$ cat config.mk
export PLATFORM = sky130hd
export DESIGN_NAME = rtch_ram
export DESIGN_NICKNAME = d
export VERILOG_FILES = /design/src/rtch_ram.sv
export SDC_FILE = /design/constraint.sdc
export NUM_CORES = 1
export LEC_CHECK = 0
export ABC_CLOCK_PERIOD_IN_PS = 2500
export BUFFER_PORTS_ARGS = -buffer_cell sky130_fd_sc_hd__buf_2
export CORE_MARGIN = 8
export CORE_UTILIZATION = 50
export CTS_BUF_LIST = sky130_fd_sc_hd__clkbuf_8
export DETAILED_ROUTE_END_ITERATION = 8
export PLACE_DENSITY = 0.67
export SETUP_SLACK_MARGIN = 0.15
export SLEW_MARGIN = 10
export SYNTH_ARGS = -nofsm -noshare
export SYNTH_HDL_FRONTEND = slang
export SYNTH_SLANG_ARGS = --single-unit
$ cat constraint.sdc
create_clock -name clk -period 2.5 [get_ports clk]
set_clock_uncertainty 0.05 [all_clocks]
set_input_delay 0.375 -clock clk [delete_from_list [all_inputs] [get_ports clk]]
set_output_delay 0.375 -clock clk [all_outputs]
set_load 0.01 [all_outputs]
$ cat src/rtch_ram.sv
module rtch_ram #(
	parameter int WIDTH = 8,
	parameter int DEPTH = 16,
	parameter int AW    = (DEPTH > 1) ? $clog2(DEPTH) : 1
) (
	input  logic             clk,
	input  logic             we,
	input  logic [AW-1:0]    waddr,
	input  logic [WIDTH-1:0] wdata,
	input  logic             re,
	input  logic [AW-1:0]    raddr,
	output logic [WIDTH-1:0] rdata
);

	logic [WIDTH-1:0] mem_q [DEPTH];
	logic [WIDTH-1:0] rdata_q;

	// Single write port, registered read
	always_ff @(posedge clk) begin
		if (we) begin
			mem_q[waddr] <= wdata;
		end
		if (re) begin
			rdata_q <= mem_q[raddr];
		end
	end

	assign rdata = rdata_q;

endmodule

[After elaboration in Yosys (flattened, before gate mapping)]
Memory sizes are Yosys's and may differ from the RTL's. A register that Yosys moved wholly into a read port is not among the register bits.
Index checks and enable logic that the tools add are counted.
Storage, ports and cells
  flip-flop bits (word level): 0
  bits in latches: 0
  memory bits (writable): 128
  ROM bits: 0
  bits of input ports: 19
  logic and storage cells: 3
  memories kept: 1
Memories
  mem_q: words 16, width 8, read ports 1, clocked after Yosys merged registers in 1, write ports 1, RTL line 15  | logic [WIDTH-1:0] mem_q [DEPTH];
Operators by class
  $add $sub $neg: 0
  multipliers: 0
  div/mod/pow operators: 0
  order comparisons: 0
  equality and inequality tests: 0
  shift operators: 0
  multiplexer cells: 2
  bitwise operators: 0
  reductions and logical operators: 0
Operators by type and width (number)
  $mux W1: 2

[Logic depth before layout (Yosys ltp)]
  depth after elaboration: 2
  depth in mapped cells: 5
  mapped depth without buffers: 3

[Least setup slack after synthesis]
Ideal clock, no wire load.
  kind: input to register
  start point: input port waddr[2]
  end point: memory mem_q[0][0] (enable)
  arrival: 1485 ps
  required time: 2067 ps
  path slack: 582 ps
  cell stages on the path: 2
  path buffers: 0
  cell sequence: or3b_2 nor3_1
RTL lines
  from (decl): RTL line 8  | input logic [AW-1:0] waddr,
  to (decl): RTL line 15
Straight into the memory's write port.

==> impl_metrics.ini <==
[status]
status = complete, no violations

[worst_setup_path]
critPathLaunchType = input pin
buffers_and_inverters_on_the_worst_path = 2
arrival_ns = 1.74
crit_path_cell_trace = buf_2 > buf_12 > mux4_1 > a22oi_1 > nand2_1
crit-reg2reg-capture = rdata[1]
reg2reg_slack_ns = 0.95
crit_family = multiplexers
worst_path_max_delay_cell = sky130_fd_sc_hd__mux4_1
launch_instance_of_the_worst_register_to_register_path = mem_q[1][1]
cp.required_ns = 2.63
timing.reg2reg.worst_path_depth = 3
criticalPathCategory = input pin to register
cp_endpoint_kind = register
critical-path-max-stage-delay_ns = 0.58
timing.critical_path.fanout_max = 32

[finish]
area_growth_pct = 15.9
fillerInstances = 750
finish.net_count = 303
final_layout_size_suffix_gt1_share_pct = 31.6
finish.instance_area_sq_um = 6060
fin_util_pct = 59.2
n_antenna_cell = 0

[synth]
yosys_warnings = 0
asyncSetResetFlopFracSynth_pct = 0
syn-instance-count = 229
net_count_synth = 248
yosysTopAreaCell = sky130_fd_sc_hd__edfxtp_1
synth_area_leaders = sky130_fd_sc_hd__edfxtp_1 (78%), sky130_fd_sc_hd__mux4_2 (7.8%), sky130_fd_sc_hd__mux4_1 (7.0%), sky130_fd_sc_hd__a22oi_1 (2.3%), sky130_fd_sc_hd__nor2_1 (0.93%)
yosys_most_used_dff = sky130_fd_sc_hd__edfxtp_1
synth_edf_count = 136
synth.ff_latch_count = 136
synth_top_cell_area_share_pct = 78.1
ys_seq_area_share_pct = 78.1
synthMostInstantiatedCell = sky130_fd_sc_hd__edfxtp_1
synth_commonest_cells = sky130_fd_sc_hd__edfxtp_1 (136), sky130_fd_sc_hd__mux4_2 (18), sky130_fd_sc_hd__a22oi_1 (16), sky130_fd_sc_hd__mux4_1 (14), sky130_fd_sc_hd__nor2_1 (13)
syn_std_cell_area_sq_um = 5230
yosysUniqueCellTypes = 18
synth.avg_cell_area_sq_um = 22.8

[place]
hpwl_detailed_mm = 6.14
portBuffers = 26
gp_congestion = 0.738
placed_area_sq_um = 5620

[global_routing]
vias_in_the_first_global_route = 2606
grt_max_degree = 33
grt_pass1_wl_mm = 15.5
globalRouteOverflowTotal = 0
grt_usage_pct = 15.3
grt_antenna_before_repair = 0

[detailed_routing]
dr.pass1.iters = 4
drc = 0
wl_per_cell_microns = 23.2
drt_wirelength_mm = 10.0
route.detailed.vias_per_inst = 5.73
antenna_left = 0
drt-initial-drc-count = 232
vias = 2483

[floorplanning]
floorplan.die_area_sq_um = 14000
floorplan.io_pins = 27
placeableCoreArea_sq_um = 10200
floorplan.initialDensity_pct = 51.1
standard_cell_row_count = 37
die_w_microns = 118
height_of_the_chip_microns = 118

[pwr]
pwr_dens_nw_per_um2 = 788
leakage_uw = 0.00205
peakVddDrop_v = 0.000356
total_power_uw = 4780

[sta]
post-route-min-period_ns = 1.61
max_slew.worst_pin.slew_ns = 0.396
final-hold-violation-count = 0
timing.slew.headroom_pct = 73.6
finalMaxSlewViolations = 0
rsz0062_at_grt = false
peak_clock_frequency_supported_by_timing_mhz = 621
final_min_period_over_clock_period_pct = 64.5
finalSetupTns_ns = 0
smallest_hold_slack_ns = 0.262
final_report_setup_violation_count = 0

[clock_network]
cts_hold_buffers = 0
ctsResizeCount = 0
clkTransAtPathRegs_ns = 0.07
cts_root_buffer = sky130_fd_sc_hd__clkbuf_8
clkSinkCount = 136
worstSkewPairLatency_ns = 0.43
tritoncts = done
cts-htree-levels = 4
cts_post_setup_buffers_inserted = 0
ctsLongestPathBuffers = 2
cts_made_buffers = 17

[min_path]
hold_path_startpoint = re
hold_path.class = input pin to register
worstHoldEndpoint = rdata[1]
worst_hold_path.num_cells = 1

[flow_run]
total_of_max_cap_violations = 0
[worst max-delay path by stage]
stage          startpoint     endpoint  depth (start not counted)
6_report         raddr[0]     rdata[1]                          5
5_1_grt          raddr[0]     rdata[1]                          5
4_1_cts          raddr[0]     rdata[1]                          5
3_5_place_dp     raddr[0]     rdata[1]                          5
3_3_place_gp     raddr[0]     rdata[1]                          5
2_1_floorplan    waddr[2]  mem_q[0][0]                          2
[routing by layer]
layer / up-vias / GRT usage [%] / share of wire, %
met2: 95 / 23.6 / 50
li1: 1090 / - / -
met3: 8 / 5.05 / 6.7
met4: 0 / 6.41 / 1.2
met1: 1290 / 19.6 / 42
met5: - / 0 / 0
[where the power goes]
group          internal [uW]  switching, uW  total, uW
Clock                   1170            786       1960
Sequential              2570           12.1       2580
Combinational            102            138        239
Total                   3840            936       4780
[final cells by class]
cell class	count	area, sq um	share of cell area (%)
flip-flops and latches	136	4080	67.4
multi-input cells	83	1060	17.4
repair buffers	46	305	5.04
clock buffers	17	234	3.86
clock inverters	15	209	3.45
well taps	136	170	2.81
[through the flow]
step	setup slack, ns	std cells
after CTS	0.945	433
after floorplan	0.582	229
final	0.889	433
after global routing	0.795	433
after global placement	0.446	401
after detailed placement	0.470	401
[registers in the layout (all words and copies together) (netlist names)]
register,flops
rdata,8
mem_q,128
[kinds of logic after synthesis]
group | Yosys count | share of synthesized area (%)
AOI/OAI and AO/OA | 16 | 2.30
buffers and inverters | 10 | 1.65
DFF | 136 | 78.1
muxes | 32 | 14.8
and+or+nand+nor | 35 | 3.14
[cells in the final DEF (no fill, tap or decap), drive strengths merged, types with 4 or more instances in the layout]
cell    Yosys  layout
a22oi      16      16
clkbuf      0      17
buf         7      46
bufinv      0       5
edfxtp    136     136
nand2       9       9
nor3        4       4
mux4       32      32
clkinv      0       7
nor2       13      13
Power figures use the tool's default switching activity.
