### src/rtch_pkg.sv
package rtch_pkg;

	// Datapath widths
	typedef logic signed [16:0] opa_t;   // vertex differences, direction
	typedef logic signed [34:0] opb_t;   // edges, p and q cross products
	typedef logic signed [51:0] prod_t;  // one product
	typedef logic signed [55:0] acc_t;   // dot products
	typedef logic [55:0]        mag_t;   // divider remainder and divisor
	typedef logic [23:0]        quo_t;   // quotient and dividend feed bits
	typedef logic [4:0]         step_t;  // divider step count

	// Config register indexes
	localparam logic [1:0] CFG_TRI_COUNT = 2'd0;
	localparam logic [1:0] CFG_DET_MIN   = 2'd1;

	localparam logic [1:0] NUM_CORNERS = 2'd3;
	localparam logic [4:0] NUM_UOPS    = 5'd24;
	localparam quo_t       T_SAT       = 24'hFFFFFF;
	localparam step_t      T_STEPS     = 5'd24;
	localparam step_t      UV_STEPS    = 5'd17;

	// Multiplier operand selects
	typedef enum logic [3:0] {
		A_DX, A_DY, A_DZ, A_E1X, A_E1Y, A_E1Z, A_E2X, A_E2Y, A_E2Z, A_SX, A_SY, A_SZ
	} asel_t;

	typedef enum logic [3:0] {
		B_E1X, B_E1Y, B_E1Z, B_E2X, B_E2Y, B_E2Z, B_PX, B_PY, B_PZ, B_QX, B_QY, B_QZ
	} bsel_t;

	// Accumulator destinations
	typedef enum logic [3:0] {
		D_PX, D_PY, D_PZ, D_QX, D_QY, D_QZ, D_DET, D_UN, D_VN, D_TN
	} dest_t;

	typedef struct packed {
		logic  sub;
		logic  first;
		logic  last;
		dest_t dest;
	} mac_ctl_t;

	typedef struct packed {
		logic  wr;
		dest_t dest;
		acc_t  value;
	} mac_res_t;

	typedef struct packed {
		asel_t    a;
		bsel_t    b;
		mac_ctl_t ctl;
	} uop_t;

	typedef struct packed {
		logic  start;
		mag_t  rem;
		quo_t  feed;
		step_t steps;
		mag_t  den;
	} div_req_t;

	// Multiply-accumulate program for one triangle
	function automatic uop_t uop_rom(input logic [4:0] idx);
		uop_t u;
		unique case (idx)
			5'd0:  u = '{A_DY,  B_E2Z, '{1'b0, 1'b1, 1'b0, D_PX}};
			5'd1:  u = '{A_DZ,  B_E2Y, '{1'b1, 1'b0, 1'b1, D_PX}};
			5'd2:  u = '{A_DZ,  B_E2X, '{1'b0, 1'b1, 1'b0, D_PY}};
			5'd3:  u = '{A_DX,  B_E2Z, '{1'b1, 1'b0, 1'b1, D_PY}};
			5'd4:  u = '{A_DX,  B_E2Y, '{1'b0, 1'b1, 1'b0, D_PZ}};
			5'd5:  u = '{A_DY,  B_E2X, '{1'b1, 1'b0, 1'b1, D_PZ}};
			5'd6:  u = '{A_SY,  B_E1Z, '{1'b0, 1'b1, 1'b0, D_QX}};
			5'd7:  u = '{A_SZ,  B_E1Y, '{1'b1, 1'b0, 1'b1, D_QX}};
			5'd8:  u = '{A_SZ,  B_E1X, '{1'b0, 1'b1, 1'b0, D_QY}};
			5'd9:  u = '{A_SX,  B_E1Z, '{1'b1, 1'b0, 1'b1, D_QY}};
			5'd10: u = '{A_SX,  B_E1Y, '{1'b0, 1'b1, 1'b0, D_QZ}};
			5'd11: u = '{A_SY,  B_E1X, '{1'b1, 1'b0, 1'b1, D_QZ}};
			5'd12: u = '{A_E1X, B_PX,  '{1'b0, 1'b1, 1'b0, D_DET}};
			5'd13: u = '{A_E1Y, B_PY,  '{1'b0, 1'b0, 1'b0, D_DET}};
			5'd14: u = '{A_E1Z, B_PZ,  '{1'b0, 1'b0, 1'b1, D_DET}};
			5'd15: u = '{A_SX,  B_PX,  '{1'b0, 1'b1, 1'b0, D_UN}};
			5'd16: u = '{A_SY,  B_PY,  '{1'b0, 1'b0, 1'b0, D_UN}};
			5'd17: u = '{A_SZ,  B_PZ,  '{1'b0, 1'b0, 1'b1, D_UN}};
			5'd18: u = '{A_DX,  B_QX,  '{1'b0, 1'b1, 1'b0, D_VN}};
			5'd19: u = '{A_DY,  B_QY,  '{1'b0, 1'b0, 1'b0, D_VN}};
			5'd20: u = '{A_DZ,  B_QZ,  '{1'b0, 1'b0, 1'b1, D_VN}};
			5'd21: u = '{A_E2X, B_QX,  '{1'b0, 1'b1, 1'b0, D_TN}};
			5'd22: u = '{A_E2Y, B_QY,  '{1'b0, 1'b0, 1'b0, D_TN}};
			5'd23: u = '{A_E2Z, B_QZ,  '{1'b0, 1'b0, 1'b1, D_TN}};
			default: u = '{A_DX, B_E1X, '{1'b0, 1'b1, 1'b0, D_PX}};
		endcase
		return u;
	endfunction

endpackage

### src/rtch_mac.sv
module rtch_mac (
	input  logic                clk,
	input  logic                arst_n,
	input  logic                issue,
	input  rtch_pkg::opa_t      a,
	input  rtch_pkg::opb_t      b,
	input  rtch_pkg::mac_ctl_t  ctl,
	output rtch_pkg::mac_res_t  res
);

	rtch_pkg::prod_t    prod_s1;
	rtch_pkg::mac_ctl_t ctl_s1;
	logic               vld_s1;
	rtch_pkg::acc_t     acc_q;
	rtch_pkg::acc_t     base;
	rtch_pkg::acc_t     sum;

	// Multiply stage
	always_ff @(posedge clk or negedge arst_n) begin
		if (!arst_n) begin
			vld_s1 <= 1'b0;
		end else begin
			vld_s1 <= issue;
		end
	end

	// full-width signed product
	always_ff @(posedge clk) begin
		prod_s1 <= a * b;
		ctl_s1  <= ctl;
	end

	// Accumulate stage
	always_comb begin
		base = ctl_s1.first ? '0 : acc_q;
		sum  = ctl_s1.sub ? base - rtch_pkg::acc_t'(prod_s1) : base + rtch_pkg::acc_t'(prod_s1);
	end

	always_ff @(posedge clk) begin
		if (vld_s1) begin
			acc_q <= sum;
		end
	end

	assign res.wr    = vld_s1 && ctl_s1.last;
	assign res.dest  = ctl_s1.dest;
	assign res.value = sum;

endmodule

### config.mk
export PLATFORM = sky130hd
export DESIGN_NAME = rtch_mac
export DESIGN_NICKNAME = d
export VERILOG_FILES = /design/src/rtch_pkg.sv /design/src/rtch_mac.sv
export SDC_FILE = /design/constraint.sdc
export NUM_CORES = 2
export LEC_CHECK = 0
export ABC_AREA = 1
export BUFFER_PORTS_ARGS = -buffer_cell sky130_fd_sc_hd__buf_2
export CORE_ASPECT_RATIO = 1.4
export CORE_MARGIN = 2
export CORE_UTILIZATION = 60
export CTS_BUF_LIST = sky130_fd_sc_hd__clkbuf_2 sky130_fd_sc_hd__clkbuf_4 sky130_fd_sc_hd__clkbuf_8
export DETAILED_ROUTE_END_ITERATION = 8
export HOLD_SLACK_MARGIN = 0.08
export PLACE_DENSITY = 0.85
export REMOVE_ABC_BUFFERS = 1
export SLEW_MARGIN = 20
export SYNTH_ARGS = -nofsm -noshare
export SYNTH_HDL_FRONTEND = slang
export SYNTH_SLANG_ARGS = --single-unit
export TNS_END_PERCENT = 10
### constraint.sdc
create_clock -name clk -period 2.6 [get_ports clk]
set_input_delay 0.26 -clock clk [delete_from_list [all_inputs] [get_ports clk]]
set_output_delay 0.26 -clock clk [all_outputs]
set_load 0.02 [all_outputs]
==> results.ini, run 1 <==
[place]
place_ws_ns = -3.24
io_buffers = 122
placed_cells = 6135
dp_hpwl_um = 91700
gp_congestion = 1.06

[logic_synthesis]
seq_area_frac_synth = 0.0880
synth-async-reset-ratio = 0.00862
synth.most_common_cell = nand2_1
yosys-top-cells-area = fa_1 35%, nand2_1 18%, inv_1 16%, ha_1 6.8%, edfxtp_1 5.1%
synth_top_area_share = 0.346
synth_flop_cell = dfxtp_1
avgSynthCellArea_um2 = 6.79
ys_warn_count = 0
syn_inst = 4834
synth-edff-count = 56
yosys-top-cells-count = 1535 x nand2_1, 1419 x inv_1, 567 x fa_1
synth_top_area_cell = fa_1
synth_area_um2 = 32800
ys_types = 43
ys_ff_latch = 116

[global_routing]
grt_max_degree = 34
gr-total-overflow = 173
grt_usage = 0.667

[status]
error_line = [ERROR GRT-0232] Routing congestion too high. Check the congestion heatmap in the GUI.
outcome = did not finish
lastStage = 5_1_grt

[floorplan]
dieHeight_um = 281
initial_utilization = 0.607
rows = 101
die_x_um = 202
ios = 123

[sta]
worstEndpointType = register input
grt_worst_setup_endpoint = prod_s1[41]$_DFF_P_/D

[clock_tree]
htreeDepth = 4
clockBufferDepth = 2
cts_sinks = 116
numCtsBuffers = 17
clockRootBuffer = clkbuf_8

## metal layers
layer  global-route usage  overflow
met4                0.719        66
met3                0.480         2
met2                0.880       105
met1                0.631         0
met5                0.143         0
## stage by stage
step / utilization / area (um^2) / TNS, ns
4_1_cts: 0.766 / 41400 / -180.73
3_5_place_dp: 0.715 / 38700 / -210.60
3_3_place_gp: 0.715 / 38700 / -200.03
2_1_floorplan: - / 32200 / -156.28
## cell families after synthesis
group,share of synthesized area
compound gates,0.0246
xor+xnor,0.0286
fa+ha+maj,0.414
buf+inv,0.181
flops,0.0880
simple gates,0.264
## timing repair
item                                   4_1_cts
cloned                                       7
setup endpoints to repair                  151
endpoints found under the hold margin        9
hold buffers                                10
setup buffers                               13
pin swaps                                  140
resized for setup                          481
==> run 2, diff against run 1 <==
--- a/config.mk
+++ b/config.mk
@@ -7,13 +7,10 @@
 export LEC_CHECK = 0
 export ABC_AREA = 1
 export BUFFER_PORTS_ARGS = -buffer_cell sky130_fd_sc_hd__buf_2
-export CORE_ASPECT_RATIO = 1.4
 export CORE_MARGIN = 2
-export CORE_UTILIZATION = 60
-export CTS_BUF_LIST = sky130_fd_sc_hd__clkbuf_2 sky130_fd_sc_hd__clkbuf_4 sky130_fd_sc_hd__clkbuf_8
+export CORE_UTILIZATION = 40
 export DETAILED_ROUTE_END_ITERATION = 8
-export HOLD_SLACK_MARGIN = 0.08
-export PLACE_DENSITY = 0.85
+export PLACE_DENSITY_LB_ADDON = 0.15
 export REMOVE_ABC_BUFFERS = 1
 export SLEW_MARGIN = 20
 export SYNTH_ARGS = -nofsm -noshare
==> constraint.sdc (replaced) <==
create_clock -name clk -period 3.4 [get_ports clk]
set_input_delay 0.34 -clock clk [delete_from_list [all_inputs] [get_ports clk]]
set_output_delay 0.34 -clock clk [all_outputs]
set_load 0.02 [all_outputs]
==> run 2 against run 1 <==
- the flow now finishes, with violations (negative setup slack)
- synthesized cell count stayed put
- synthesized area stayed put
==> results.ini, run 2 <==
[status]
outcome = finished, violations left
violations = negative setup slack

[clock_tree]
clk_latency_ns = 0.46
tritoncts = built
clockBufferDepth = 2  ; unchanged
cts_sinks = 116  ; unchanged
htreeDepth = 4  ; unchanged
numCtsBuffers = 17  ; unchanged
clockRootBuffer = clkbuf_16
clk_pin_slew_worst_paths_ns = 0.06

[logic_synthesis]
seq_area_frac_synth = 0.0880  ; unchanged
ys_warn_count = 0  ; unchanged
synth_top_area_share = 0.346  ; unchanged
syn_inst = 4834  ; unchanged
yosys-top-cells-area = fa_1 35%, nand2_1 18%, inv_1 16%, ha_1 6.8%, edfxtp_1 5.1%
yosys-top-cells-count = 1535 x nand2_1, 1419 x inv_1, 567 x fa_1
ys_types = 43  ; unchanged
synth_area_um2 = 32800  ; unchanged
ys_ff_latch = 116  ; unchanged
avgSynthCellArea_um2 = 6.79  ; unchanged
synth_flop_cell = dfxtp_1
synth-async-reset-ratio = 0.00862  ; unchanged
synth_top_area_cell = fa_1
synth-edff-count = 56  ; unchanged
synth.most_common_cell = nand2_1

[setup_path]
crit_path_max_fanout = 8
critPathKind = input port to flop
cp-start-kind = input port
critical_path_required_ns = 3.72
end_kind = flop
cp.arrival_ns = 5.31

[cells_and_area]
syn2layout_area_growth_pct = 32.3
layout-drive-gt1-share = 0.258
layout_commonest_cell = nand2_1
mostFrequentLayoutCells = 1364 x nand2_1, 1344 x inv_1, 559 x buf_4
regMostFlops = acc_q
largest_reg_flops = 56
design_area_um2 = 43400
finalNetCount = 6250

[floorplan]
rows = 105  ; +4.0%
initial_utilization = 0.402  ; -0.204
die_area_um2 = 84300
core_um2 = 81600
die_x_um = 290  ; +44%
ios = 123  ; unchanged
dieHeight_um = 290  ; +3.5%

[routing]
wirelength_um = 113000
route.detailed.drc = 0
drt.antenna.violating_nets = 0
drt_pre_antenna_iters = 5
viasPerCell = 4.68
drt_iter0_drc = 1868
dr_total_vias = 30600
wire_per_inst_um = 17.3

[global_routing]
grt_max_degree = 55
grt_usage = 0.269
gr-total-overflow = 0
antenna_found_initial = 2
first_global_vias = 31600
grt_pass1_wl_um = 176000

[place]
io_buffers = 122  ; unchanged
gp_congestion = 0.956  ; -9.7%
dp_hpwl_um = 91100  ; -0.64%
place_area_um2 = 38700  ; about the same

[sta]
setup_ws_ns = -1.59
slew_headroom = 0.575
setup_viol = 95
worst_pin_slew_ns = 0.638
fin_hold_ws_ns = 0.194
hold_violations = 0
min_period_ns = 4.99
period_share = 1.47
max_freq_ghz = 0.200
clock_skew_ns = 0.0131
drv_slew = 0
rsz0062_at_grt = true

[min_path]
hold_path.class = input port to async pin

[run]
cap_viol_max_count = 0

-- run 2: cell counts after synthesis --
No cell type changed its count.
-- run 2: through the flow --
step	cells	setup WS (ns)	util	setup TNS [ns]
6_report	6528	-1.59	0.532	-82.87
5_1_grt	6528	-1.72	0.532	-106.11
3_5_place_dp	6428	-2.65	0.474	-111.79
4_1_cts	6497	-1.56	0.514	-86.56
3_3_place_gp	6428	-2.65	0.474	-111.35
2_1_floorplan	4680	-2.46	-	-77.38
-- run 2: path summary, 6_finish.rpt --
kind                                    start             endpoint  slack [ns]  cells after the start
setup / recovery                        a[16]  prod_s1[40]$_DFF_P_       -1.59                     23
hold / removal                         arst_n     vld_s1$_DFF_PN0_        0.19                      2
setup reg to reg           prod_s1[0]$_DFF_P_  acc_q[48]$_DFFE_PP_        0.02                     22
hold reg to reg            prod_s1[0]$_DFF_P_   acc_q[0]$_DFFE_PP_        0.75                      3
max in group asynchronous              arst_n     vld_s1$_DFF_PN0_        3.11                      2
min in group clk                         a[0]   prod_s1[0]$_DFF_P_        0.46                      5
-- run 2: cell type report --
type / instances / area, um^2
fill: 7989 / 38200
antenna: 2 / 5.00
timing repair buffer: 745 / 6650
tap: 1070 / 1340
inverter: 1425 / 5370
multi-input combinational: 3139 / 26600
clock inverter: 8 / 46.3
clock buffer: 23 / 490
sequential: 116 / 2890
-- run 2: repair_timing --
| action | 4_1_cts | 5_1_grt |
|---|---|---|
| pin swaps | 174 | 136 |
| endpoints found under the setup margin | 118 | 134 |
| gates cloned | 12 | 10 |
| resized for setup | 549 | 343 |
| hold buffers | 9 | 0 |
| setup buffers | 18 | 19 |
| hold endpoints to repair | 9 | 0 |
-- run 2: kinds of logic after synthesis --
| family | after synthesis | share of synthesized area |
|---|---|---|
| and+or+nand+nor | 2139 | 0.264 |
| buffers and inverters | 1579 | 0.181 |
| xor gates and xnor gates | 107 | 0.0286 |
| adders and majority gates | 744 | 0.414 |
| DFF | 116 | 0.0880 |
| AOI/OAI and AO/OA | 149 | 0.0246 |
-- run 2: critical path, cell delays in order --
cell and delay [ns]:
buf_8 0.09, clkinv_8 0.07, buf_12 0.15, buf_6 0.14, nor2_4 0.08, fa_1 0.44
fa_1 0.58, fa_1 0.48, fa_1 0.53, fa_1 0.51, inv_1 0.05, fa_1 0.48
inv_2 0.05, ha_4 0.26, a21oi_1 0.20, o21ai_1 0.12, inv_1 0.07, o21ai_0 0.07
buf_4 0.15, nor2_1 0.17, nand3_1 0.10, nand2_1 0.07, nand2_1 0.09
-- run 2: routing by layer --
layer,global-route usage,vias up,part of all wire
li1,-,14900,-
met1,0.356,14800,0.44
met2,0.472,746,0.48
met3,0.0249,154,0.046
met4,0.0685,0,0.031
met5,0,-,0
Power of run 2 is not shown: default switching activity piles up to over one toggle a cycle in this logic, so the estimate is an artifact.
