===== src/rtch_pkg.sv =====
package rtch_pkg;

	// Datapath widths
	typedef logic signed [16:0] opa_t;   // vertex differences, direction
	typedef logic signed [34:0] opb_t;   // edges, p and q cross products
	typedef logic signed [51:0] prod_t;  // one product
	typedef logic signed [55:0] acc_t;   // dot products
	typedef logic [55:0]        mag_t;   // divider remainder and divisor
	typedef logic [23:0]        quo_t;   // quotient and dividend feed bits
	typedef logic [4:0]         step_t;  // divider step count

	// Config register indexes
	localparam logic [1:0] CFG_TRI_COUNT = 2'd0;
	localparam logic [1:0] CFG_DET_MIN   = 2'd1;

	localparam logic [1:0] NUM_CORNERS = 2'd3;
	localparam logic [4:0] NUM_UOPS    = 5'd24;
	localparam quo_t       T_SAT       = 24'hFFFFFF;
	localparam step_t      T_STEPS     = 5'd24;
	localparam step_t      UV_STEPS    = 5'd17;

	// Multiplier operand selects
	typedef enum logic [3:0] {
		A_DX, A_DY, A_DZ, A_E1X, A_E1Y, A_E1Z, A_E2X, A_E2Y, A_E2Z, A_SX, A_SY, A_SZ
	} asel_t;

	typedef enum logic [3:0] {
		B_E1X, B_E1Y, B_E1Z, B_E2X, B_E2Y, B_E2Z, B_PX, B_PY, B_PZ, B_QX, B_QY, B_QZ
	} bsel_t;

	// Accumulator destinations
	typedef enum logic [3:0] {
		D_PX, D_PY, D_PZ, D_QX, D_QY, D_QZ, D_DET, D_UN, D_VN, D_TN
	} dest_t;

	typedef struct packed {
		logic  sub;
		logic  first;
		logic  last;
		dest_t dest;
	} mac_ctl_t;

	typedef struct packed {
		logic  wr;
		dest_t dest;
		acc_t  value;
	} mac_res_t;

	typedef struct packed {
		asel_t    a;
		bsel_t    b;
		mac_ctl_t ctl;
	} uop_t;

	typedef struct packed {
		logic  start;
		mag_t  rem;
		quo_t  feed;
		step_t steps;
		mag_t  den;
	} div_req_t;

	// Multiply-accumulate program for one triangle
	function automatic uop_t uop_rom(input logic [4:0] idx);
		uop_t u;
		unique case (idx)
			5'd0:  u = '{A_DY,  B_E2Z, '{1'b0, 1'b1, 1'b0, D_PX}};
			5'd1:  u = '{A_DZ,  B_E2Y, '{1'b1, 1'b0, 1'b1, D_PX}};
			5'd2:  u = '{A_DZ,  B_E2X, '{1'b0, 1'b1, 1'b0, D_PY}};
			5'd3:  u = '{A_DX,  B_E2Z, '{1'b1, 1'b0, 1'b1, D_PY}};
			5'd4:  u = '{A_DX,  B_E2Y, '{1'b0, 1'b1, 1'b0, D_PZ}};
			5'd5:  u = '{A_DY,  B_E2X, '{1'b1, 1'b0, 1'b1, D_PZ}};
			5'd6:  u = '{A_SY,  B_E1Z, '{1'b0, 1'b1, 1'b0, D_QX}};
			5'd7:  u = '{A_SZ,  B_E1Y, '{1'b1, 1'b0, 1'b1, D_QX}};
			5'd8:  u = '{A_SZ,  B_E1X, '{1'b0, 1'b1, 1'b0, D_QY}};
			5'd9:  u = '{A_SX,  B_E1Z, '{1'b1, 1'b0, 1'b1, D_QY}};
			5'd10: u = '{A_SX,  B_E1Y, '{1'b0, 1'b1, 1'b0, D_QZ}};
			5'd11: u = '{A_SY,  B_E1X, '{1'b1, 1'b0, 1'b1, D_QZ}};
			5'd12: u = '{A_E1X, B_PX,  '{1'b0, 1'b1, 1'b0, D_DET}};
			5'd13: u = '{A_E1Y, B_PY,  '{1'b0, 1'b0, 1'b0, D_DET}};
			5'd14: u = '{A_E1Z, B_PZ,  '{1'b0, 1'b0, 1'b1, D_DET}};
			5'd15: u = '{A_SX,  B_PX,  '{1'b0, 1'b1, 1'b0, D_UN}};
			5'd16: u = '{A_SY,  B_PY,  '{1'b0, 1'b0, 1'b0, D_UN}};
			5'd17: u = '{A_SZ,  B_PZ,  '{1'b0, 1'b0, 1'b1, D_UN}};
			5'd18: u = '{A_DX,  B_QX,  '{1'b0, 1'b1, 1'b0, D_VN}};
			5'd19: u = '{A_DY,  B_QY,  '{1'b0, 1'b0, 1'b0, D_VN}};
			5'd20: u = '{A_DZ,  B_QZ,  '{1'b0, 1'b0, 1'b1, D_VN}};
			5'd21: u = '{A_E2X, B_QX,  '{1'b0, 1'b1, 1'b0, D_TN}};
			5'd22: u = '{A_E2Y, B_QY,  '{1'b0, 1'b0, 1'b0, D_TN}};
			5'd23: u = '{A_E2Z, B_QZ,  '{1'b0, 1'b0, 1'b1, D_TN}};
			default: u = '{A_DX, B_E1X, '{1'b0, 1'b1, 1'b0, D_PX}};
		endcase
		return u;
	endfunction

endpackage


===== src/rtch_div.sv =====
module rtch_div (
	input  logic               clk,
	input  logic               arst_n,
	input  rtch_pkg::div_req_t req,
	output logic               done,
	output rtch_pkg::quo_t     quotient
);

	rtch_pkg::mag_t  rem_q;
	rtch_pkg::mag_t  den_q;
	rtch_pkg::quo_t  feed_q;
	rtch_pkg::quo_t  quo_q;
	rtch_pkg::step_t cnt_q;
	logic            busy_q;
	logic            done_q;
	logic [56:0]     r2;
	logic [56:0]     diff;
	logic            ge;

	// One restoring step: shift in next dividend bit, trial subtract
	always_comb begin
		r2   = {rem_q, feed_q[23]};
		diff = r2 - {1'b0, den_q};
		ge   = (r2 >= {1'b0, den_q});
	end

	always_ff @(posedge clk or negedge arst_n) begin
		if (!arst_n) begin
			busy_q <= 1'b0;
			done_q <= 1'b0;
		end else if (req.start) begin
			busy_q <= 1'b1;
			done_q <= 1'b0;
		end else if (busy_q) begin
			if (cnt_q == 5'd1) begin
				busy_q <= 1'b0;
				done_q <= 1'b1;
			end
		end else begin
			done_q <= 1'b0;
		end
	end

	always_ff @(posedge clk) begin
		if (req.start) begin
			rem_q  <= req.rem;
			den_q  <= req.den;
			feed_q <= req.feed;
			cnt_q  <= req.steps;
			quo_q  <= '0;
		end else if (busy_q) begin
			rem_q  <= ge ? diff[55:0] : r2[55:0];
			feed_q <= {feed_q[22:0], 1'b0};
			quo_q  <= {quo_q[22:0], ge};
			cnt_q  <= cnt_q - 5'd1;
		end
	end

	assign done     = done_q;
	assign quotient = quo_q;

endmodule


===== config.mk =====
export PLATFORM = sky130hd
export DESIGN_NAME = rtch_div
export DESIGN_NICKNAME = d
export VERILOG_FILES = /design/src/rtch_pkg.sv /design/src/rtch_div.sv
export SDC_FILE = /design/constraint.sdc
export NUM_CORES = 1
export LEC_CHECK = 0
export ABC_CLOCK_PERIOD_IN_PS = 3950
export BUFFER_PORTS_ARGS = -buffer_cell sky130_fd_sc_hd__buf_2
export CAP_MARGIN = 10
export CORE_MARGIN = 10
export CORE_UTILIZATION = 28
export CTS_CLUSTER_DIAMETER = 100
export CTS_CLUSTER_SIZE = 12
export DETAILED_ROUTE_END_ITERATION = 8
export PLACE_DENSITY = 0.43
export RECOVER_POWER = 25
export SETUP_SLACK_MARGIN = 0.3
export SYNTH_ARGS = -nofsm -noshare
export SYNTH_HDL_FRONTEND = slang
export SYNTH_SLANG_ARGS = --single-unit

===== constraint.sdc =====
create_clock -name clk -period 3.95 [get_ports clk]
set_input_delay 0.5925 -clock clk [delete_from_list [all_inputs] [get_ports clk]]
set_output_delay 0.5925 -clock clk [all_outputs]
set_load 0.01 [all_outputs]

* Word-level counts from Yosys, hierarchy flattened
Cells that the tools add are included.
** Storage, ports and cells
- Flip-flop bits (word level) :: 167
- Bits of input ports :: 144
- Output and inout port bits :: 25
- Logic and storage cells :: 26
** Cells by class
- Add/sub/neg operators :: 2
- $lt $le $gt $ge :: 1
- Equality and inequality tests :: 2
- Multiplexer cells :: 13
- Reductions and logical operators :: 1
** Operator list (number)
- 2-to-1 mux 56 bit :: 3
- >= comparator 57 x 56 -> 1 bit :: 1
- subtractor 56 bit :: 1
- 2-to-1 mux 24 bit :: 2
- 2-to-1 mux 5 bit :: 2
- 2-to-1 mux 1 bit :: 6
- equality test 5 x 1 -> 1 bit (second input constant) :: 1
- subtractor 5 x 1 -> 5 bit (second input constant) :: 1
- != test 3 x 2 -> 1 bit (second input constant) :: 1
- nonzero test 2 bit :: 1

* Logic depth before layout (Yosys ltp)
Gate-level depths: netlist (run 1).
- Depth in word-level cells :: 4
- Mapped depth :: 16
- Gate-level depth less buffers :: 14

* Worst setup path after synthesis (run 1)
Ideal clock, no wire load.
- Path kind :: reg2reg
- Start point :: register rem_q[13]
- End point :: register rem_q[31] (data pin)
- Setup time :: 0.260 ns
- Data arrival time :: 3.223 ns
- Required time :: 3.690 ns
- Path slack :: 0.467 ns
- Stages on the path, launching flop included :: 14
- Buffers on the path :: 2
- Clock period less this slack :: 3.483 ns
- Cells stage by stage :: edfxtp_1 -> ha_1 -> buf_6 -> a21o_1 -> a21o_1 -> a211o_1 -> o32a_2 -> a31o_4 -> a31oi_4 -> o31a_4 -> o31a_4 -> buf_6 -> mux2_4 -> mux2_2
** On the way
- Longest elaborated chain between the ends :: 4
- Elaborated cells on any way between the ends :: 5
- Those cells by class :: add/sub: 1; order compare: 1; mux: 3
** RTL lines
- from (decl) :: line rtch_div.sv:9 : rtch_pkg::mag_t rem_q;
- from (signal assigned) :: line rtch_div.sv:46 : rem_q <= req.rem;
- from (signal assigned) :: line rtch_div.sv:52 : rem_q <= ge ? diff[55:0] : r2[55:0];
- subtractor 56 bit / >= comparator 57 x 56 -> 1 bit (equally long branches) :: line rtch_div.sv:23, rtch_div.sv:24
- 2-to-1 mux 56 bit (*) :: line rtch_div.sv:52
- 2-to-1 mux 56 bit (*) :: line rtch_div.sv:51 : end else if (busy_q) begin
- 2-to-1 mux 56 bit (*) :: line rtch_div.sv:45 : if (req.start) begin
Every way passes the cells marked *; elsewhere a longest branch is shown, timed or not. The select of a mux whose other input is x is not followed.
A chain may end at the register's enable or synchronous reset.

* Worst setup path in the final report (run 1)
- Start point :: register rem_q[7]
- End point :: register rem_q[10] (data pin)
Same word-level chain as after synthesis.

==> metrics.txt, run 1 <==
CTS tree yes; vias in the first global route approximately 8300; Starting Density between 20% and 30%; Core Footprint ~36000 um^2; grt ovf 0; Hold Vio Cnt, Final 0; WS Path Type register to register; violated checks capacitance limit, slew limit; non-filler cells in the finished layout 1651; Post-synth EDFFs 141; most common cell in the netlist edfxtp_1; part of the cycle the worst path needs between 90 and 100%; detailed router's first-iteration violation count 435; Top FF cell, synth edfxtp_1; H-Tree Level Count 4; Yosys top cell area share 41.6%; GP Congestion between 0.8 and 0.9; Yosys reg bits around 170; CTS Buffer Depth 2; final instance area 12600 um^2; Worst setup SP type register; endpoints failing setup 0; post-synthesis sequential area ratio between 40% and 50%; worst min-delay path category primary input to register; status finished, violations left; Die Y ~210 um; Pins Over Slew Limit 184; Pwr Total 0.00963 W; slew margin rel. -86.4%; ys async rst share under 10%; Worst-Margin Slew about 2.8 ns; TNS Setup 0 ns; worst reg2reg startpoint rem_q[7]; hold path start req[10]; top cells by area, synth edfxtp_1 (42%), ha_1 (7.1%), mux2_2 (7.1%); crit path DAT between 3 and 4 ns; routed vias/inst between 4 and 5; Yosys warnings 0; largest net degree at the start of global routing around 110; Tot GR Track Use 13.1%; Sink Count roughly 170; worst vdd ir 323 uV; Max Cap Violations 2; Clock Tree Root clkbuf_16; pre-CTS WS 0.00172 ns; die area between 40000 and 50000 um^2; post-synth cell types 58; Yosys top cell by area edfxtp_1; Routed WL 29400 um; cell area after placement around 12000 um^2; Worst-path clk slew 0.07 ns; clock latency at the later pin of the worst-skew pair between 0.4 and 0.5 ns; FF-to-FF setup slack between 0.2 and 0.3 ns; DRC 0; Final Skew ~0.013 ns; IO Count about 170; antenna violations before repair 14; Crit. End Element register; Buffers on Ports roughly 170; P per Cell Area 762 nW/um^2; Layout Nets around 1400; fill count about 3700; hpwl dp 21400 um; Mapped Avg Cell Area roughly 10 um^2; cell count after placement approximately 1600; fmax about 270 MHz; via count 7868; Final min period approximately 3.7 ns; TritonRoute pass-1 iters 7; crit path launch rem_q[7]; Site Rows between 60 and 70; syn nets about 1200; Avg WL per Cell roughly 18 um; P_leak 5.51 nW; Setup WS post-layout between 0.2 and 0.3 ns; RSZ-0062 raised after global routing yes; Worst EP required about 4.0 ns; share of layout cells above drive strength 1 29.6%; Synth top cells by count edfxtp_1 (141), nand2_1 (85), inv_1 (78), o21ai_0 (72); first-pass GRT wire length 45600 um; CP max FO 10; Post-Syn Area between 10000 and 15000 um^2; Cells after Synth between 900 and 1000; Num CTS Buffers 17; Final ANT Viol Nets 0; Die Span X 211 um; area delta synth->final 24.0%
metal layers:
layer  share of wire (%)  track usage [%]  routed length (um)  vias up
met1                  48             16.9               14000     3699
met3                 6.6             5.21                1940       32
met2                  44             20.0               13100      172
li1                    -                -                   -     3949
met5                0.39                0                 115        -
met4                 1.1             3.25                 312       16
worst paths after layout:
kind	endpoint	depth (start not counted)
worst max-delay path	rem_q[10]	13
worst min-delay path	den_q[10]	1
worst max register to register	rem_q[10]	13
worst min register to register	quotient[23]	2
max in group asynchronous	busy_q	2
min in group asynchronous	done	2
registers in the layout, indices dropped and copies added (netlist names):
name / flops
rem_q: 56
done: 1
den_q: 56
busy_q: 1
quotient: 24
cnt_q: 5
feed_q: 24
worst max-delay path, stage by stage, from the launching register on:
cell and delay [ns]:
edfxtp_1 0.43, ha_4 0.33, and4_4 0.25, nand4_1 0.14
a21oi_4 0.19, o32a_4 0.22, a31o_4 0.18, a31oi_4 0.09
o31a_4 0.36, o31a_4 0.43, buf_12 0.16, clkbuf_16 0.16
a211oi_1 0.24, a21oi_1 0.09
area by class of cell:
cell class                 instances  area [um^2]  area share [%]
inverter                          78          293            2.32
timing repair buffer             223         1350            10.7
multi-input combinational        683         5080            40.2
antenna                            7         17.5           0.139
clock inverter                    14          121           0.961
clock buffer                      18          429            3.40
tap                              461          577            4.57
sequential                       167         4760            37.7
cells in the final DEF (no fill, tap or decap), types with 27 or more instances in the layout:
cell,n
buf_2,162
edfxtp_1,141
nand2_1,83
inv_1,78
nor2_1,64
a21oi_1,63
mux2_2,62
o21ai_0,58
ha_1,51
buf_4,45
xor2_1,28
a21o_1,28
mux2i_1,27
per-stage QoR:
stage | util, % | hold slack [ns]
floorplan | - | 0.297
global placement | 32.6 | 0.390
detailed placement | 32.6 | 0.387
CTS | 34.5 | 0.281
global route | 35.3 | 0.287
finish | 35.3 | 0.314
report_power, final:
group	leakage, nW	internal (W)	switching (W)	total, W
logic	3.58	0.00247	0.00280	0.00527
clock network	0.268	0.000873	0.000775	0.00165
registers	1.67	0.00247	0.000244	0.00271
total	5.51	0.00581	0.00382	0.00963
kinds of logic (layout without fill, tap and decap cells):
group | Yosys count | after routing | synth area share, %
xor gates and xnor gates | 53 | 53 | 4.56
DFF | 167 | 167 | 46.8
other | 0 | 7 | 0
buffers and inverters | 127 | 333 | 5.19
AOI/OAI and AO/OA | 254 | 254 | 16.1
and+or+nand+nor | 225 | 225 | 10.2
adders and majority gates | 59 | 59 | 7.32
muxes | 92 | 92 | 9.87
repair_timing:
| action | CTS | global route |
|---|---|---|
| cloned | 1 | 2 |
| hold buffers | 1 | 0 |
| gates resized for setup | 14 | 36 |
| setup buffers | 1 | 20 |
| hold endpoints to repair | 2 | 0 |
| pin swaps | 3 | 17 |
| setup endpoints to repair | 38 | 53 |
Power figures use the tool's default switching activity.
==> run 2: changes to the inputs <==
RECOVER_POWER = 100   (was 25)
==> run 2 against run 1 <==
  * The flow still finishes with violations (capacitance limit, slew limit)
  * Die area unchanged
  * Cell area decreased by 0.62%
  * Fmax decreased by 0.51%
  * Largest power group unchanged
  * Clock skew about the same
==> metrics.txt, run 2 (synthesis results as in run 1) <==
status finished, violations left; violated checks capacitance limit, slew limit; Worst setup SP type register; Starting Density 28.5% (unchanged); DRC 0 (unchanged); biggest regs den_q x56, rem_q x56; most frequent cells in the layout edfxtp_1 (141), buf_2 (137), nand2_1 (83); Routed WL 29400 um (-0.13%); IO Count 169 (unchanged); Sink Count 167 (unchanged); WS Path Type register to register; die area 44400 um^2 (unchanged); cell count after placement 1587 (unchanged); Crit. End Element register; via count 7857 (-0.14%); fmax 272 MHz (-0.51%); P per Cell Area 761 nW/um^2 (-0.19%); TritonRoute pass-1 iters 5 (-2); Tot GR Track Use 13.1% (unchanged); crit path buf inv count 4 (+2); Hold Vio Cnt, Final 0 (unchanged); Core Footprint 35700 um^2 (unchanged); RSZ-0062 raised after global routing yes; first-pass GRT wire length 45600 um (unchanged); hpwl dp 21400 um (unchanged); grt ovf 0 (unchanged); crit path DAT 3.75 ns (+0.02 ns); worst vdd ir 323 uV (about the same); detailed router's first-iteration violation count 407 (-6.4%); Pwr Total 0.00955 W (-0.81%); Final Skew 0.0129 ns (-0.0000964 ns); Layout Nets 1373 (unchanged); CP max stage delay 0.43 ns (about the same); critical path's slowest cell o32a_2; Avg WL per Cell 17.8 um (-0.13%); CP max FO 21 (+11); part of the cycle the worst path needs 92.9% (+0.47 points); pre-CTS WS 0.00172 ns (unchanged); worst min-delay path category primary input to register; H-Tree Level Count 4 (unchanged); largest net degree at the start of global routing 113 (unchanged); WHS 0.314 ns (+0.0000810 ns); P_leak 5.39 nW (-2.3%); TNS Setup 0 ns (unchanged); Max Cap Violations 3 (+1); slew margin rel. -86.4% (about the same); antenna violations before repair 14 (unchanged); Die Span X 211 um (unchanged); non-filler cells in the finished layout 1651 (unchanged); area delta synth->final 23.2%; CTS tree yes; CP dominant cell by count o31a_4; Final min period 3.67 ns (+0.0185 ns); Final ANT Viol Nets 0 (unchanged); share of layout cells above drive strength 1 26.9% (-2.7 points); endpoints failing setup 0 (unchanged); Clock Tree Root clkbuf_16; Setup WS post-layout 0.280 ns (-0.0185 ns); Worst-path clk slew 0.07 ns (about the same); Buffers on Ports 168 (unchanged); Pins Over Slew Limit 232 (+26%); Worst-Margin Slew 2.80 ns (+0.000302 ns); Num CTS Buffers 17 (unchanged); commonest non-fill, non-tap cell in the layout edfxtp_1; CP cell instances inv_1 -> ha_1 -> nor2b_1 -> o31ai_1 -> buf_4 -> a21oi_4 -> o32a_2 -> a31o_4 -> a31oi_4 -> o31a_4 -> o31a_4 -> clkbuf_1 -> buf_12 -> nor2_1 -> a211oi_1 -> a21oi_1; Die Y 211 um (unchanged); GP Congestion 0.818 (unchanged); clock latency at the later pin of the worst-skew pair 0.45 ns (about the same); vias in the first global route 8288 (unchanged); routed vias/inst 4.76 (-0.14%); Site Rows 69 (unchanged); Worst EP required 4.03 ns (about the same); CTS Buffer Depth 2 (unchanged); delay-heaviest family, CP compound AO/OA/AOI/OAI gates
==> run 2: per-stage QoR <==
step,area (um^2),util (%)
finish,12600,35.1
global route,12500,35.1
CTS,12300,34.5
detailed placement,11600,32.6
global placement,11600,32.6
floorplan,10200,-
==> run 2: path summary, 6_finish.rpt <==
check,from,to,slack (ns),depth (start not counted)
hold / removal,req[10],den_q[10],0.31,1
setup reg to reg,den_q[1],rem_q[10],0.28,16
max in group asynchronous,arst_n,busy_q,3.33,2
setup / recovery,den_q[1],rem_q[10],0.28,16
hold reg to reg,quotient[23],quotient[23],0.50,2
min in group asynchronous,arst_n,done,0.48,2
==> run 2: final cells by class <==
cell class                 count  area, um^2
inverter                      78         293
antenna                        7        17.5
sequential                   167        4760
clock buffer                  18         429
timing repair buffer         223        1310
multi-input combinational    683        5040
fill                        3715       23200
tap                          461         577
clock inverter                14         121
==> run 2: layer usage <==
layer,share of wire [%],vias to the layer above,global-route usage (%)
li1,-,3950,-
met1,48,3694,16.9
met2,44,165,20.0
met3,6.5,32,5.21
met4,1.1,16,3.25
met5,0.39,-,0
==> run 2: report_power, final <==
part	total, W	internal [W]	switching, W
Combinational	0.00520	0.00243	0.00277
Sequential	0.00271	0.00247	0.000242
Clock	0.00165	0.000873	0.000773
==> run 2: timing repair <==
item / CTS / global route
cloned: 1 / 2
resized for setup: 14 / 36
pin swaps: 3 / 17
endpoints found under the setup margin: 38 / 53
buffers inserted: 1 / 20
hold buffers: 1 / 0
endpoints found under the hold margin: 2 / 0
==> run 2: worst reg2reg max path, stage by stage (launching register included) <==
cell      delay (ns)
edfxtp_1        0.42
inv_1           0.08
ha_1            0.23
nor2b_1         0.15
o31ai_1         0.19
buf_4           0.18
a21oi_4         0.06
o32a_2          0.43
a31o_4          0.26
a31oi_4         0.16
o31a_4          0.18
o31a_4          0.24
clkbuf_1        0.16
buf_12          0.18
nor2_1          0.08
a211oi_1        0.22
a21oi_1         0.09
==> run 3: changes to the inputs <==
ABC_CLOCK_PERIOD_IN_PS = unset   (was 3950)
CELL_PAD_IN_SITES_DETAIL_PLACEMENT = 1   (was unset)
CELL_PAD_IN_SITES_GLOBAL_PLACEMENT = 1   (was unset)
PLACE_DENSITY = 0.53   (was 0.43)
==> run 3 against run 2 <==
  * The run still ends with capacitance limit, slew limit left
  * Cell count up 0.12%
  * Largest cell class unchanged
  * Sequential cell count is the same
  * Global-route usage grew 0.72 points
  * Cell area up 0.21%
  * Clock skew grew 0.00069 ns
  * Die area unchanged
  * Sequential share of layout area decreased by 0.079 points
  * Count of clock-buffer cells in the layout is 8 higher
  * Worst setup slack lost 0.065 ns
  * First-iteration DRC count fell by 23%
==> metrics.txt, run 3 (synthesis results as in run 1) <==
Die Y 211 um (unchanged); crit path buf inv count 1 (-3); slew margin rel. -56.9% (+30 points); Site Rows 69 (unchanged); H-Tree Level Count 4 (unchanged); via count 7875 (+0.23%); grt ovf 0 (unchanged); CP cell instances ha_4 -> and4_4 -> nand4_1 -> a21oi_4 -> o32a_4 -> a31o_4 -> a31oi_4 -> o31a_2 -> o31a_4 -> buf_4 -> nor2_1 -> a221oi_1; Worst setup SP type register; R2R depth 12 (-4); delay-heaviest family, CP compound AO/OA/AOI/OAI gates; Core Footprint 35700 um^2 (unchanged); worst min-delay path category primary input to register; antenna violations before repair 17 (+3); worst reg2reg startpoint rem_q[6]; die area 44400 um^2 (unchanged); Hold Crit Depth 1 (unchanged); commonest non-fill, non-tap cell in the layout edfxtp_1; share of layout cells above drive strength 1 26.0% (-0.91 points); Sink Count 167 (unchanged); CP max FO 7 (-67%); P_leak 5.39 nW (+0.10%); combinational share of power 54.1% (-0.3 points); WS Path Type register to register; Tot GR Track Use 13.8% (+0.72 points); vias in the first global route 8562 (+3.3%); sequential cell area 4760 um^2 (unchanged); fill count 4106 (+11%); Num CTS Buffers 17 (unchanged); TritonRoute pass-1 iters 4 (-1); Max Cap Violations 5 (+2); part of the cycle the worst path needs 94.6% (+1.6 points); Final Skew 0.0136 ns (+0.000692 ns); Setup WS post-layout 0.214 ns (-0.0652 ns); IO Count 169 (unchanged); status finished, violations left; Routed WL 30700 um (+4.7%); clock latency at the later pin of the worst-skew pair 0.45 ns (about the same); pre-CTS WS 0.119 ns (+0.118 ns); routed vias/inst 4.76 (+0.11%); area of the multi-input gates 5010 um^2 (-0.72%); Final Util 35.2% (+0.074 points); area delta synth->final 23.5%; hold path start req[44]; Final ANT Viol Nets 0 (unchanged); Internal 0.00584 W (+1.1%); Buffers on Ports 168 (unchanged); Pins Over Slew Limit 187 (-19%); Die Span X 211 um (unchanged); endpoints failing setup 0 (unchanged); DRC 0 (unchanged); Worst-Margin Slew 2.35 ns (-0.443 ns); Seq pwr share 28.1% (-0.3 points); violated checks capacitance limit, slew limit; FF-to-FF setup slack 0.21 ns (-0.07 ns); biggest regs den_q x56, rem_q x56; crit path launch rem_q[6]; Clock Tree Root clkbuf_16; Starting Density 28.5% (unchanged); detailed router's first-iteration violation count 313 (-23%); Crit. End Element register; Worst-path clk slew 0.07 ns (about the same); GP Congestion 0.824 (+0.67%); Worst EP required 4.12 ns (+0.09 ns); worst vdd ir 327 uV (+1.2%); fmax 268 MHz (-1.7%); Layout Nets 1376 (+0.22%); TNS Setup 0 ns (unchanged); number of stages on the worst setup path 12 (-4); cell count after placement 1591 (+0.25%); first-pass GRT wire length 48300 um (+6.0%); CTS tree yes; Hold Vio Cnt, Final 0 (unchanged); most frequent cells in the layout edfxtp_1 (141), buf_2 (134), nand2_1 (85); critical path's slowest cell nor2_1; sw frac 39.6% (-0.045 points); Sw Pwr 0.00382 W (+0.95%); Final min period 3.74 ns (+0.0652 ns); CP max stage delay 0.52 ns (+0.09 ns); largest net degree at the start of global routing 53 (-53%); crit path DAT 3.90 ns (+0.15 ns); Avg WL per Cell 18.6 um (+4.5%); RSZ-0062 raised after global routing yes; clock power share 17.8% (+0.6 points); CTS Buffer Depth 2 (unchanged); non-filler cells in the finished layout 1653 (+0.12%); hpwl dp 23100 um (+7.9%); P per Cell Area 768 nW/um^2 (+0.86%)
-- run 3: repair_timing --
action	in CTS	in global routing
endpoints found under the setup margin	48	56
hold endpoints to repair	2	0
hold buffers	1	0
buffers inserted	3	16
pin swaps	2	7
gates resized for setup	6	26
gates cloned	0	4
-- run 3: metrics by stage --
step,instance area [um^2],total power [W],hold slack (ns)
after global routing,12600,0.0105,0.277
final,12600,0.00966,0.309
after CTS,12300,0.00946,0.277
after floorplan,10200,0.00617,0.297
after detailed placement,11700,0.00757,0.388
after global placement,11700,0.00754,0.388
-- run 3: power by group through the flow --
stage	logic [W]	clock network, W	registers [W]
after floorplan	0.00352	0	0.00265
after global placement	0.00482	0	0.00272
after detailed placement	0.00484	0	0.00273
after CTS	0.00495	0.00180	0.00271
after global routing	0.00585	0.00185	0.00277
final	0.00522	0.00172	0.00271
-- run 3: metal layers --
layer / share of wire, % / vias up / track usage, %
li1: - / 3946 / -
met1: 48 / 3755 / 18.2
met2: 46 / 115 / 21.2
met3: 5.5 / 37 / 4.93
met4: 0.83 / 22 / 3.37
met5: 0.45 / - / 0
-- run 3: layout make-up --
| type | instances | area share [%] |
|---|---|---|
| tap | 461 | 4.58 |
| antenna | 6 | 0.119 |
| clock buffer | 26 | 4.32 |
| inverter | 78 | 2.33 |
| multi-input combinational | 683 | 39.8 |
| sequential | 167 | 37.9 |
| clock inverter | 6 | 0.398 |
| timing repair buffer | 226 | 10.6 |
-- run 3: worst paths after layout --
path,end
worst max-delay path,rem_q[51]
worst min-delay path,den_q[44]
worst max register to register,rem_q[51]
worst min register to register,quotient[23]
max in group asynchronous,busy_q
min in group asynchronous,done
